===== config.mk =====
export PLATFORM = sky130hd
export DESIGN_NAME = top_k_probability_keeper
export DESIGN_NICKNAME = d
export VERILOG_FILES = /design/src/rtl/tkpk_pkg.sv /design/src/rtl/tkpk_ram.sv /design/src/rtl/tkpk_scan.sv /design/src/rtl/top_k_probability_keeper.sv
export SDC_FILE = /design/constraint.sdc
export NUM_CORES = 1
export LEC_CHECK = 0
export ABC_AREA = 1
export CORE_AREA = 2 2 248 250
export CTS_CLUSTER_SIZE = 28
export DETAILED_ROUTE_END_ITERATION = 10
export DIE_AREA = 0 0 250 252
export DONT_BUFFER_PORTS = 1
export PLACE_DENSITY = 0.63
export SYNTH_ARGS = -nofsm -noshare
export SYNTH_HDL_FRONTEND = slang
export SYNTH_SLANG_ARGS = --single-unit
export TNS_END_PERCENT = 100

===== constraint.sdc =====
create_clock -name clk_i -period 11.5 [get_ports clk_i]
set_input_delay 2.3 -clock clk_i [delete_from_list [all_inputs] [get_ports clk_i]]
set_output_delay 2.3 -clock clk_i [all_outputs]
set_load 0.05 [all_outputs]

===== src/rtl/tkpk_pkg.sv =====
`timescale 1ns / 1ps
// ----------------------------------------------------------------------------
// tkpk_pkg
// Shared types and constants of the top-k probability keeper.
// ----------------------------------------------------------------------------
package tkpk_pkg;

  localparam int LABEL_W   = 10;
  localparam int PROB_W    = 16;
  localparam int KEEP_W    = 5;
  localparam int HCOUNT_W  = 5;
  localparam int HSUM_W    = 20;

  localparam logic [KEEP_W-1:0] KEEP_RESET  = 5'd16;
  localparam logic [HSUM_W-1:0] HSUM_MAX    = 20'hFFFFF;

  typedef enum logic [0:0] {
    REQ_OFFER = 1'b0,
    REQ_CLEAR = 1'b1
  } req_e;

  typedef enum logic [2:0] {
    ST_IDLE,
    ST_CHECK,
    ST_SCAN,
    ST_DRAIN,
    ST_DECIDE,
    ST_EMIT
  } state_e;

  typedef struct packed {
    req_e               req_type;
    logic [LABEL_W-1:0] label_index;
    logic [PROB_W-1:0]  prob;
  } in_t;

  typedef struct packed {
    logic                accepted;
    logic                evicted_valid;
    logic [LABEL_W-1:0]  evicted_label;
    logic [HCOUNT_W-1:0] held_count;
    logic [HSUM_W-1:0]   held_sum;
  } out_t;

  // control of one scan word arriving from the slot store
  typedef struct packed {
    logic vld;
    logic first;
  } scan_ctl_t;

endpackage


===== src/rtl/tkpk_ram.sv =====
`timescale 1ns / 1ps
// ----------------------------------------------------------------------------
// tkpk_ram
// Generic single-port-write, single-port-read RAM with registered read data.
// ----------------------------------------------------------------------------
module tkpk_ram #(
  parameter int WIDTH = 26,
  parameter int DEPTH = 16
) (
  input  logic                                        clk_i,
  input  logic                                        we_i,
  input  logic [((DEPTH > 1) ? $clog2(DEPTH) : 1)-1:0] waddr_i,
  input  logic [WIDTH-1:0]                            wdata_i,
  input  logic                                        re_i,
  input  logic [((DEPTH > 1) ? $clog2(DEPTH) : 1)-1:0] raddr_i,
  output logic [WIDTH-1:0]                            rdata_o
);

  logic [WIDTH-1:0] mem_q [DEPTH];
  logic [WIDTH-1:0] rdata_q;

  always_ff @(posedge clk_i) begin
    if (we_i) begin
      mem_q[waddr_i] <= wdata_i;
    end
    if (re_i) begin
      rdata_q <= mem_q[raddr_i];
    end
  end

  assign rdata_o = rdata_q;

endmodule


===== src/rtl/tkpk_scan.sv =====
`timescale 1ns / 1ps
// ----------------------------------------------------------------------------
// tkpk_scan
// Running minimum over the slot words streamed out of the store, one compare
// per cycle. Strict less-than keeps the lowest slot among equal minima.
// ----------------------------------------------------------------------------
module tkpk_scan #(
  parameter int SLOT_W = 4,
  parameter int LBL_W  = 10
) (
  input  logic                     clk_i,
  input  tkpk_pkg::scan_ctl_t      ctl_i,
  input  logic [SLOT_W-1:0]        slot_i,
  input  logic [tkpk_pkg::PROB_W-1:0] prob_i,
  input  logic [LBL_W-1:0]         label_i,
  output logic [SLOT_W-1:0]        min_slot_o,
  output logic [tkpk_pkg::PROB_W-1:0] min_prob_o,
  output logic [LBL_W-1:0]         min_label_o
);

  import tkpk_pkg::*;

  logic [SLOT_W-1:0] min_slot_q, min_slot_d;
  logic [PROB_W-1:0] min_prob_q, min_prob_d;
  logic [LBL_W-1:0]  min_label_q, min_label_d;
  logic              take;

  always_comb begin
    take        = ctl_i.vld && (ctl_i.first || (prob_i < min_prob_q));
    min_slot_d  = min_slot_q;
    min_prob_d  = min_prob_q;
    min_label_d = min_label_q;
    if (take) begin
      min_slot_d  = slot_i;
      min_prob_d  = prob_i;
      min_label_d = label_i;
    end
  end

  always_ff @(posedge clk_i) begin
    min_slot_q  <= min_slot_d;
    min_prob_q  <= min_prob_d;
    min_label_q <= min_label_d;
  end

  assign min_slot_o  = min_slot_q;
  assign min_prob_o  = min_prob_q;
  assign min_label_o = min_label_q;

endmodule


===== src/rtl/top_k_probability_keeper.sv =====
`timescale 1ns / 1ps
// ----------------------------------------------------------------------------
// top_k_probability_keeper
// Keeps the largest (label, probability) pairs offered so far and their sum.
// ----------------------------------------------------------------------------
// Usage:
//   in channel (in_valid_i/in_ready_o, in_data_i): one request word, either
//   an offer of a pair or a clear of the store. out channel (out_valid_o/
//   out_ready_i, out_data_o): one result word per request, in order.
//   cfg_we_i/cfg_wdata_i write keep_count; write it only while idle.
//   Flow: a clear, an offer into a free slot, or an offer against an
//   empty store goes from the check state straight to emit. A full store
//   scans the held slots through the one RAM read port and the one compare
//   unit, one slot a cycle, then drains and decides. The block takes one
//   request at a time. The result register is separate: the next request is
//   taken while a result still waits. If the receiver stalls, a finished
//   request holds in the emit state until the result register frees up.
//   Reset empties the store (count and sum to zero) and sets keep_count to
//   16; slot contents need no clearing since only filled slots are read.
// ----------------------------------------------------------------------------
module top_k_probability_keeper #(
  parameter int MAX_KEEP   = 16,
  parameter int LABEL_BITS = 10
) (
  input  logic                          clk_i,
  input  logic                          rst_ni,
  input  logic                          in_valid_i,
  output logic                          in_ready_o,
  input  tkpk_pkg::in_t                 in_data_i,
  output logic                          out_valid_o,
  input  logic                          out_ready_i,
  output tkpk_pkg::out_t                out_data_o,
  input  logic                          cfg_we_i,
  input  logic [tkpk_pkg::KEEP_W-1:0]   cfg_wdata_i
);

  import tkpk_pkg::*;

  localparam int SLOT_W = (MAX_KEEP > 1) ? $clog2(MAX_KEEP) : 1;
  localparam int CNT_W  = $clog2(MAX_KEEP + 1);
  localparam int SUM_W  = PROB_W + $clog2(MAX_KEEP + 1);
  localparam int LBL_W  = (LABEL_BITS < LABEL_W) ? LABEL_BITS : LABEL_W;
  localparam int WORD_W = LBL_W + PROB_W;

  state_e              state_q, state_d;
  in_t                 in_q;
  logic [KEEP_W-1:0]   keep_q, keep_d;
  logic [CNT_W-1:0]    fill_q, fill_d;
  logic [SUM_W-1:0]    sum_q, sum_d;
  logic [SLOT_W-1:0]   addr_q, addr_d;
  scan_ctl_t           rd_ctl_q, rd_ctl_d;
  logic                rd_last_q, rd_last_d;
  logic [SLOT_W-1:0]   rd_slot_q, rd_slot_d;
  logic                acc_q, acc_d;
  logic                ev_q, ev_d;
  logic [LABEL_W-1:0]  ev_label_q, ev_label_d;
  logic                out_valid_q, out_valid_d;
  out_t                out_q, out_d;

  logic                room;
  logic                scan_last;
  logic                load_out;
  logic                ram_we, ram_re;
  logic [SLOT_W-1:0]   ram_waddr;
  logic [WORD_W-1:0]   ram_wdata, ram_rdata;
  logic [SLOT_W-1:0]   min_slot;
  logic [PROB_W-1:0]   min_prob;
  logic [LBL_W-1:0]    min_label;
  logic [HSUM_W-1:0]   held_sum;

  // room in a free slot: below both the written limit and the store depth
  assign room = (8'(fill_q) < 8'(keep_q)) && (8'(fill_q) < 8'(MAX_KEEP));
  assign scan_last = (CNT_W'(addr_q) == (fill_q - CNT_W'(1)));
  assign load_out  = (state_q == ST_EMIT) && (!out_valid_q || out_ready_i);
  assign held_sum  = (sum_q > SUM_W'(HSUM_MAX)) ? HSUM_MAX : HSUM_W'(sum_q);

  // next state
  always_comb begin
    state_d = state_q;
    unique case (state_q)
      ST_IDLE: begin
        if (in_valid_i) begin
          state_d = ST_CHECK;
        end
      end
      ST_CHECK: begin
        if (in_q.req_type == REQ_CLEAR || room || fill_q == '0) begin
          state_d = ST_EMIT;
        end else begin
          state_d = ST_SCAN;
        end
      end
      ST_SCAN: begin
        if (scan_last) begin
          state_d = ST_DRAIN;
        end
      end
      ST_DRAIN:  state_d = ST_DECIDE;
      ST_DECIDE: state_d = ST_EMIT;
      ST_EMIT: begin
        if (load_out) begin
          state_d = ST_IDLE;
        end
      end
      default: state_d = ST_IDLE;
    endcase
  end

  // datapath and outputs
  always_comb begin
    keep_d      = keep_q;
    fill_d      = fill_q;
    sum_d       = sum_q;
    addr_d      = addr_q;
    rd_ctl_d    = '0;
    rd_last_d   = 1'b0;
    rd_slot_d   = rd_slot_q;
    acc_d       = acc_q;
    ev_d        = ev_q;
    ev_label_d  = ev_label_q;
    out_valid_d = out_valid_q;
    out_d       = out_q;
    ram_we      = 1'b0;
    ram_re      = 1'b0;
    ram_waddr   = SLOT_W'(fill_q);
    ram_wdata   = {in_q.label_index[LBL_W-1:0], in_q.prob};
    in_ready_o  = 1'b0;

    if (cfg_we_i) begin
      keep_d = cfg_wdata_i;
    end

    if (out_valid_q && out_ready_i) begin
      out_valid_d = 1'b0;
    end

    unique case (state_q)
      ST_IDLE: begin
        in_ready_o = 1'b1;
      end
      ST_CHECK: begin
        acc_d      = 1'b0;
        ev_d       = 1'b0;
        ev_label_d = '0;
        addr_d     = '0;
        if (in_q.req_type == REQ_CLEAR) begin
          fill_d = '0;
          sum_d  = '0;
        end else if (room) begin
          ram_we = 1'b1;
          fill_d = fill_q + CNT_W'(1);
          sum_d  = sum_q + SUM_W'(in_q.prob);
          acc_d  = 1'b1;
        end
      end
      ST_SCAN: begin
        // issue one slot read a cycle; the read data is registered and comes back in the next cycle
        ram_re         = 1'b1;
        rd_ctl_d.vld   = 1'b1;
        rd_ctl_d.first = (addr_q == '0);
        rd_last_d      = scan_last;
        rd_slot_d      = addr_q;
        addr_d         = addr_q + SLOT_W'(1);
      end
      ST_DRAIN: begin
      end
      ST_DECIDE: begin
        if (in_q.prob > min_prob) begin
          ram_we     = 1'b1;
          ram_waddr  = min_slot;
          sum_d      = sum_q - SUM_W'(min_prob) + SUM_W'(in_q.prob);
          acc_d      = 1'b1;
          ev_d       = 1'b1;
          ev_label_d = LABEL_W'(min_label);
        end
      end
      ST_EMIT: begin
        if (load_out) begin
          out_valid_d         = 1'b1;
          out_d.accepted      = acc_q;
          out_d.evicted_valid = ev_q;
          out_d.evicted_label = ev_label_q;
          out_d.held_count    = HCOUNT_W'(fill_q);
          out_d.held_sum      = held_sum;
        end
      end
      default: begin
      end
    endcase
  end

  always_ff @(posedge clk_i or negedge rst_ni) begin
    if (!rst_ni) begin
      state_q     <= ST_IDLE;
      keep_q      <= KEEP_RESET;
      fill_q      <= '0;
      sum_q       <= '0;
      rd_ctl_q    <= '0;
      rd_last_q   <= 1'b0;
      out_valid_q <= 1'b0;
    end else begin
      state_q     <= state_d;
      keep_q      <= keep_d;
      fill_q      <= fill_d;
      sum_q       <= sum_d;
      rd_ctl_q    <= rd_ctl_d;
      rd_last_q   <= rd_last_d;
      out_valid_q <= out_valid_d;
    end
  end

  always_ff @(posedge clk_i) begin
    if (in_valid_i && in_ready_o) begin
      in_q <= in_data_i;
    end
    addr_q     <= addr_d;
    rd_slot_q  <= rd_slot_d;
    acc_q      <= acc_d;
    ev_q       <= ev_d;
    ev_label_q <= ev_label_d;
    out_q      <= out_d;
  end

  tkpk_ram #(
    .WIDTH (WORD_W),
    .DEPTH (MAX_KEEP)
  ) u_store (
    .clk_i   (clk_i),
    .we_i    (ram_we),
    .waddr_i (ram_waddr),
    .wdata_i (ram_wdata),
    .re_i    (ram_re),
    .raddr_i (addr_q),
    .rdata_o (ram_rdata)
  );

  tkpk_scan #(
    .SLOT_W (SLOT_W),
    .LBL_W  (LBL_W)
  ) u_scan (
    .clk_i       (clk_i),
    .ctl_i       (rd_ctl_q),
    .slot_i      (rd_slot_q),
    .prob_i      (ram_rdata[PROB_W-1:0]),
    .label_i     (ram_rdata[WORD_W-1:PROB_W]),
    .min_slot_o  (min_slot),
    .min_prob_o  (min_prob),
    .min_label_o (min_label)
  );

  assign out_valid_o = out_valid_q;
  assign out_data_o  = out_q;

  // ---------------------------------------------------------------------------
  // Assertions
  // ---------------------------------------------------------------------------
  a_fill_bound: assert property (@(posedge clk_i) disable iff (!rst_ni)
    fill_q <= CNT_W'(MAX_KEEP))
    else $error("held count above store depth");

  a_clear_empties: assert property (@(posedge clk_i) disable iff (!rst_ni)
    (state_q == ST_CHECK && in_q.req_type == REQ_CLEAR) |=> (fill_q == '0 && sum_q == '0))
    else $error("clear did not empty the store");

  a_port_excl: assert property (@(posedge clk_i) disable iff (!rst_ni)
    !(ram_we && ram_re))
    else $error("store written and read in the same cycle");

  a_last_drain: assert property (@(posedge clk_i) disable iff (!rst_ni)
    (rd_ctl_q.vld && rd_last_q) |-> (state_q == ST_DRAIN))
    else $error("last scan word outside drain state");

  a_evict_acc: assert property (@(posedge clk_i) disable iff (!rst_ni)
    (out_valid_o && out_data_o.evicted_valid) |-> out_data_o.accepted)
    else $error("eviction without acceptance");

endmodule


==> reports/results.tsv <==
stage	metric	value	unit
timing	shortest period the worst path allows	4360	ps
die	Rows	90	
cts	Post-CTS Resized	0	
pwr	Clock Power Share	27.0	%
timing	final worst path period share	37.9	%
cts	CTS tree	built	
worst_setup_path	Worst Path Required	9200	ps
routing	vias per inst	5.54	
global_routing	first-pass GRT wire length	101	mm
worst_setup_path	CP max FO	5	
die	io pins	76	
worst_setup_path	Critical Path Sink Type	output port	
die	die area	63000	um2
pwr	Sw Share	37.7	%
pwr	Sequential Power Share	42.7	%
worst_setup_path	CP Class	register to output port	
cts	worst skew pair latency	640	ps
pwr	worst vdd ir	137	uV
timing	Slew HR	23.3	%
cts	total number of H-tree levels	2	
hold_path	Hold Path Class	register to register	
worst_setup_path	R2R Setup Slk	7560	ps
finish	diode count	0	
timing	Final Max Slew Viols	0	
pwr	Internal Pwr Total	0.00440	W
timing	Setup Skew	36.0	ps
die	chip height	252	um
global_routing	initial antenna violation count	4	
die	Chip Width	250	um
hold_path	Hold Crit Depth	0	
timing	final worst setup slack	7140	ps
yosys	Post-synth EDFFs	556	
yosys	Synth area leader	edfxtp_1	
routing	DRT iter0 DRCs	1667	
yosys	sequential area share after synthesis	66.8	%
yosys	yosys synthesis warning count	0	
hold_path	Worst Hold End	out_data_o[28]$_DFFE_PP_	
global_routing	global route overflow	0	
worst_setup_path	Worst R2R End	u_store.mem_q[5][6]$_DFFE_PP_	
placement	Placer Congestion	0.875	
cts	Post-CTS Setup Bufs	0	
timing	transition time of the tightest slew-check pin	1150	ps
worst_setup_path	Critical R2R Launch	in_q[14]$_DFFE_PP_	
cts	# hold bufs at CTS	0	
cts	CTS root buf	clkbuf_16	
yosys	top cell type's share of synthesized area	63.2	%
die	CORE AREA	60100	um2
timing	RSZ-0062 raised after global routing	no	
pwr	PD cells	242	nW/um2
finish	Nets	2446	
cts	Worst-path clk slew	60	ps
timing	fmax	0.229	GHz
yosys	synth top area cells	edfxtp_1 63%, nand2_1 5.6%, o21ai_0 4.5%	
cts	TritonCTS buffer count	60	
yosys	fraction of registers with async set/reset	6.24	%
routing	# DRC	0	
job	Max Cap Viol	0	
die	Starting Density	43.9	%
yosys	Synth Flop Type	edfxtp_1	
placement	DP HPWL	40.4	mm
global_routing	vias in the first global route	17100	
yosys	Yosys reg bits	593	
hold_path	hold_sp	ev_label_q[3]$_SDFFCE_PN0P_	
finish	synthesis-to-finish area growth	10.6	%
timing	Final setup violation count	0	
routing	Avg WL per Cell	21.0	um
placement	I/O Buffers	0	
routing	post-route ant nets	0	
yosys	syn_area_per_cell	11.4	um2
pwr	sw power	0.00266	W
yosys	syn_nets	2456	
worst_setup_path	Critical Path Start Type	register	
pwr	part of the power in combinational logic	30.3	%
outcome	status	finished, final reports clean	
routing	via count	17400	
pwr	leakage	10.8	nW
routing	WL final	65.8	mm
finish	share of layout cells above drive strength 1	6.32	%
placement	pre-CTS WS	7580	ps
cts	CTS Buffer Depth	3	
global_routing	GRT Util Overall	20.9	%
worst_setup_path	worst r2r path cells	11	
timing	Fin. Hold Viols	0	
yosys	Synth cell types	42	
yosys	Mapped Cells	2322	
global_routing	largest net degree at the start of global routing	107	
routing	DRT Pass-1 Iters	6	
worst_setup_path	Crit path arrival time	2060	ps
timing	TNS Setup	0	ps
yosys	Cell Area, Synth	26400	um2
cts	clk sink count	593	
## final cells by class
cell class / instances / area [um2]
Sequential cell: 593 / 17600
Clock buffer: 74 / 1550
Clock inverter: 34 / 343
Multi-Input combinational cell: 1420 / 7730
Tap cell: 782 / 978
Fill cell: 5373 / 30900
Inverter: 219 / 830
Timing Repair Buffer: 18 / 135
## sequential cells by signal, summed over array words and instances (netlist names)
signal,flops
u_store.mem_q,416
out_data_o,37
in_q,27
u_store.rdata_o,26
sum_q,21
u_scan.min_prob_o,16
ev_label_q,10
u_scan.min_label_o,10
fill_q,5
keep_q,5
addr_q,4
rd_slot_q,4
u_scan.min_slot_o,4
state_q,3
rd_ctl_q,2
acc_q,1
ev_q,1
out_valid_o,1
## metrics by stage
stage | power [W] | area (um2) | hold slack (ps) | utilization, % | cells
after floorplan | 0.00450 | 26400 | 400 | - | 2322
after global placement | 0.00514 | 27300 | 404 | 45.4 | 3032
after detailed placement | 0.00519 | 27300 | 405 | 45.4 | 3032
after CTS | 0.00709 | 29200 | 418 | 48.5 | 3140
after global routing | 0.00746 | 29200 | 423 | 48.5 | 3140
final | 0.00706 | 29200 | 416 | 48.5 | 3140
## synthesized netlist by cell type (2+ instances only)
cell type / count
nand2_1: 392
fa_1: 17
inv_1: 213
o221ai_1: 40
clkbuf_1: 70
o21ai_1: 10
nand4_1: 14
o211ai_1: 13
nor3_1: 8
or2_2: 5
ha_1: 80
edfxtp_1: 556
nand3_1: 122
nor2_1: 302
dfrtp_1: 36
nand3b_1: 14
buf_1: 4
xnor2_1: 8
nand3_2: 2
a21oi_1: 52
and2_1: 2
o21bai_1: 5
o22ai_1: 67
buf_2: 13
o21ai_0: 240
o21a_1: 2
nand2_2: 6
inv_2: 5
xor2_1: 6
nor2_8: 2
buf_6: 2
nor4_1: 4
## cell families after synthesis
kind of cell,Yosys count,synth area share [%]
and+or+nand+nor,877,13.9
DFF,593,66.8
AOI/OAI and AO/OA,432,9.29
buffers and inverters,309,4.54
adders and majority gates,97,5.08
xor gates and xnor gates,14,0.464
## worst max path at each step
stage,slack [ps],from,end,depth (start not counted)
after floorplan,6830,in_valid_i,in_q[0]$_DFFE_PP_,2
after global placement,7630,in_q[14]$_DFFE_PP_,u_store.mem_q[12][8]$_DFFE_PP_,11
after detailed placement,7580,in_q[14]$_DFFE_PP_,u_store.mem_q[13][9]$_DFFE_PP_,11
after CTS,7110,state_q[1]$_DFFE_PN0P_,in_ready_o,3
after global routing,7040,state_q[1]$_DFFE_PN0P_,in_ready_o,3
final,7140,state_q[1]$_DFFE_PN0P_,in_ready_o,3
## power groups by stage
stage                     Clock [W]  Sequential [W]  Combinational (W)
after floorplan                   0         0.00300            0.00151
after global placement            0         0.00305            0.00209
after detailed placement          0         0.00306            0.00213
after CTS                   0.00193         0.00302            0.00214
after global routing        0.00202         0.00304            0.00239
final                       0.00190         0.00302            0.00214
## layout by cell type (no fill, tap or decap), drive strengths merged
| master | instances |
|---|---|
| nand2b | 1 |
| buf | 18 |
| clkinvlp | 4 |
| nor3 | 9 |
| dfstp | 1 |
| ha | 80 |
| a21o | 1 |
| xor2 | 6 |
| o21a | 2 |
| o221ai | 40 |
| or2 | 5 |
| nor2 | 304 |
| edfxtp | 556 |
| a21oi | 52 |
| nand3b | 14 |
| clkbuf | 74 |
| o21bai | 5 |
| a31oi | 1 |
| nand2 | 400 |
| and2 | 2 |
| nor4 | 4 |
| bufinv | 5 |
| o211ai | 13 |
| a22o | 1 |
| inv | 223 |
| fa | 17 |
| nand4 | 14 |
| o22ai | 67 |
| dfrtp | 36 |
| xnor2 | 8 |
| o21ai | 250 |
| clkinv | 21 |
| nand3 | 124 |
## critical path: stages, from the launching register on
cell	delay, ps
dfrtp_1	430
nor2_1	150
inv_2	90
nor2_1	740
## per-layer routing
metal	vias up	share of wire, %	global-route usage (%)
met5	-	0.062	0
met2	548	48	34.3
met4	6	2.9	6.62
met1	8567	43	28.6
met3	120	6.1	3.25
li1	8144	-	-
(Power assumes the default switching activity.)
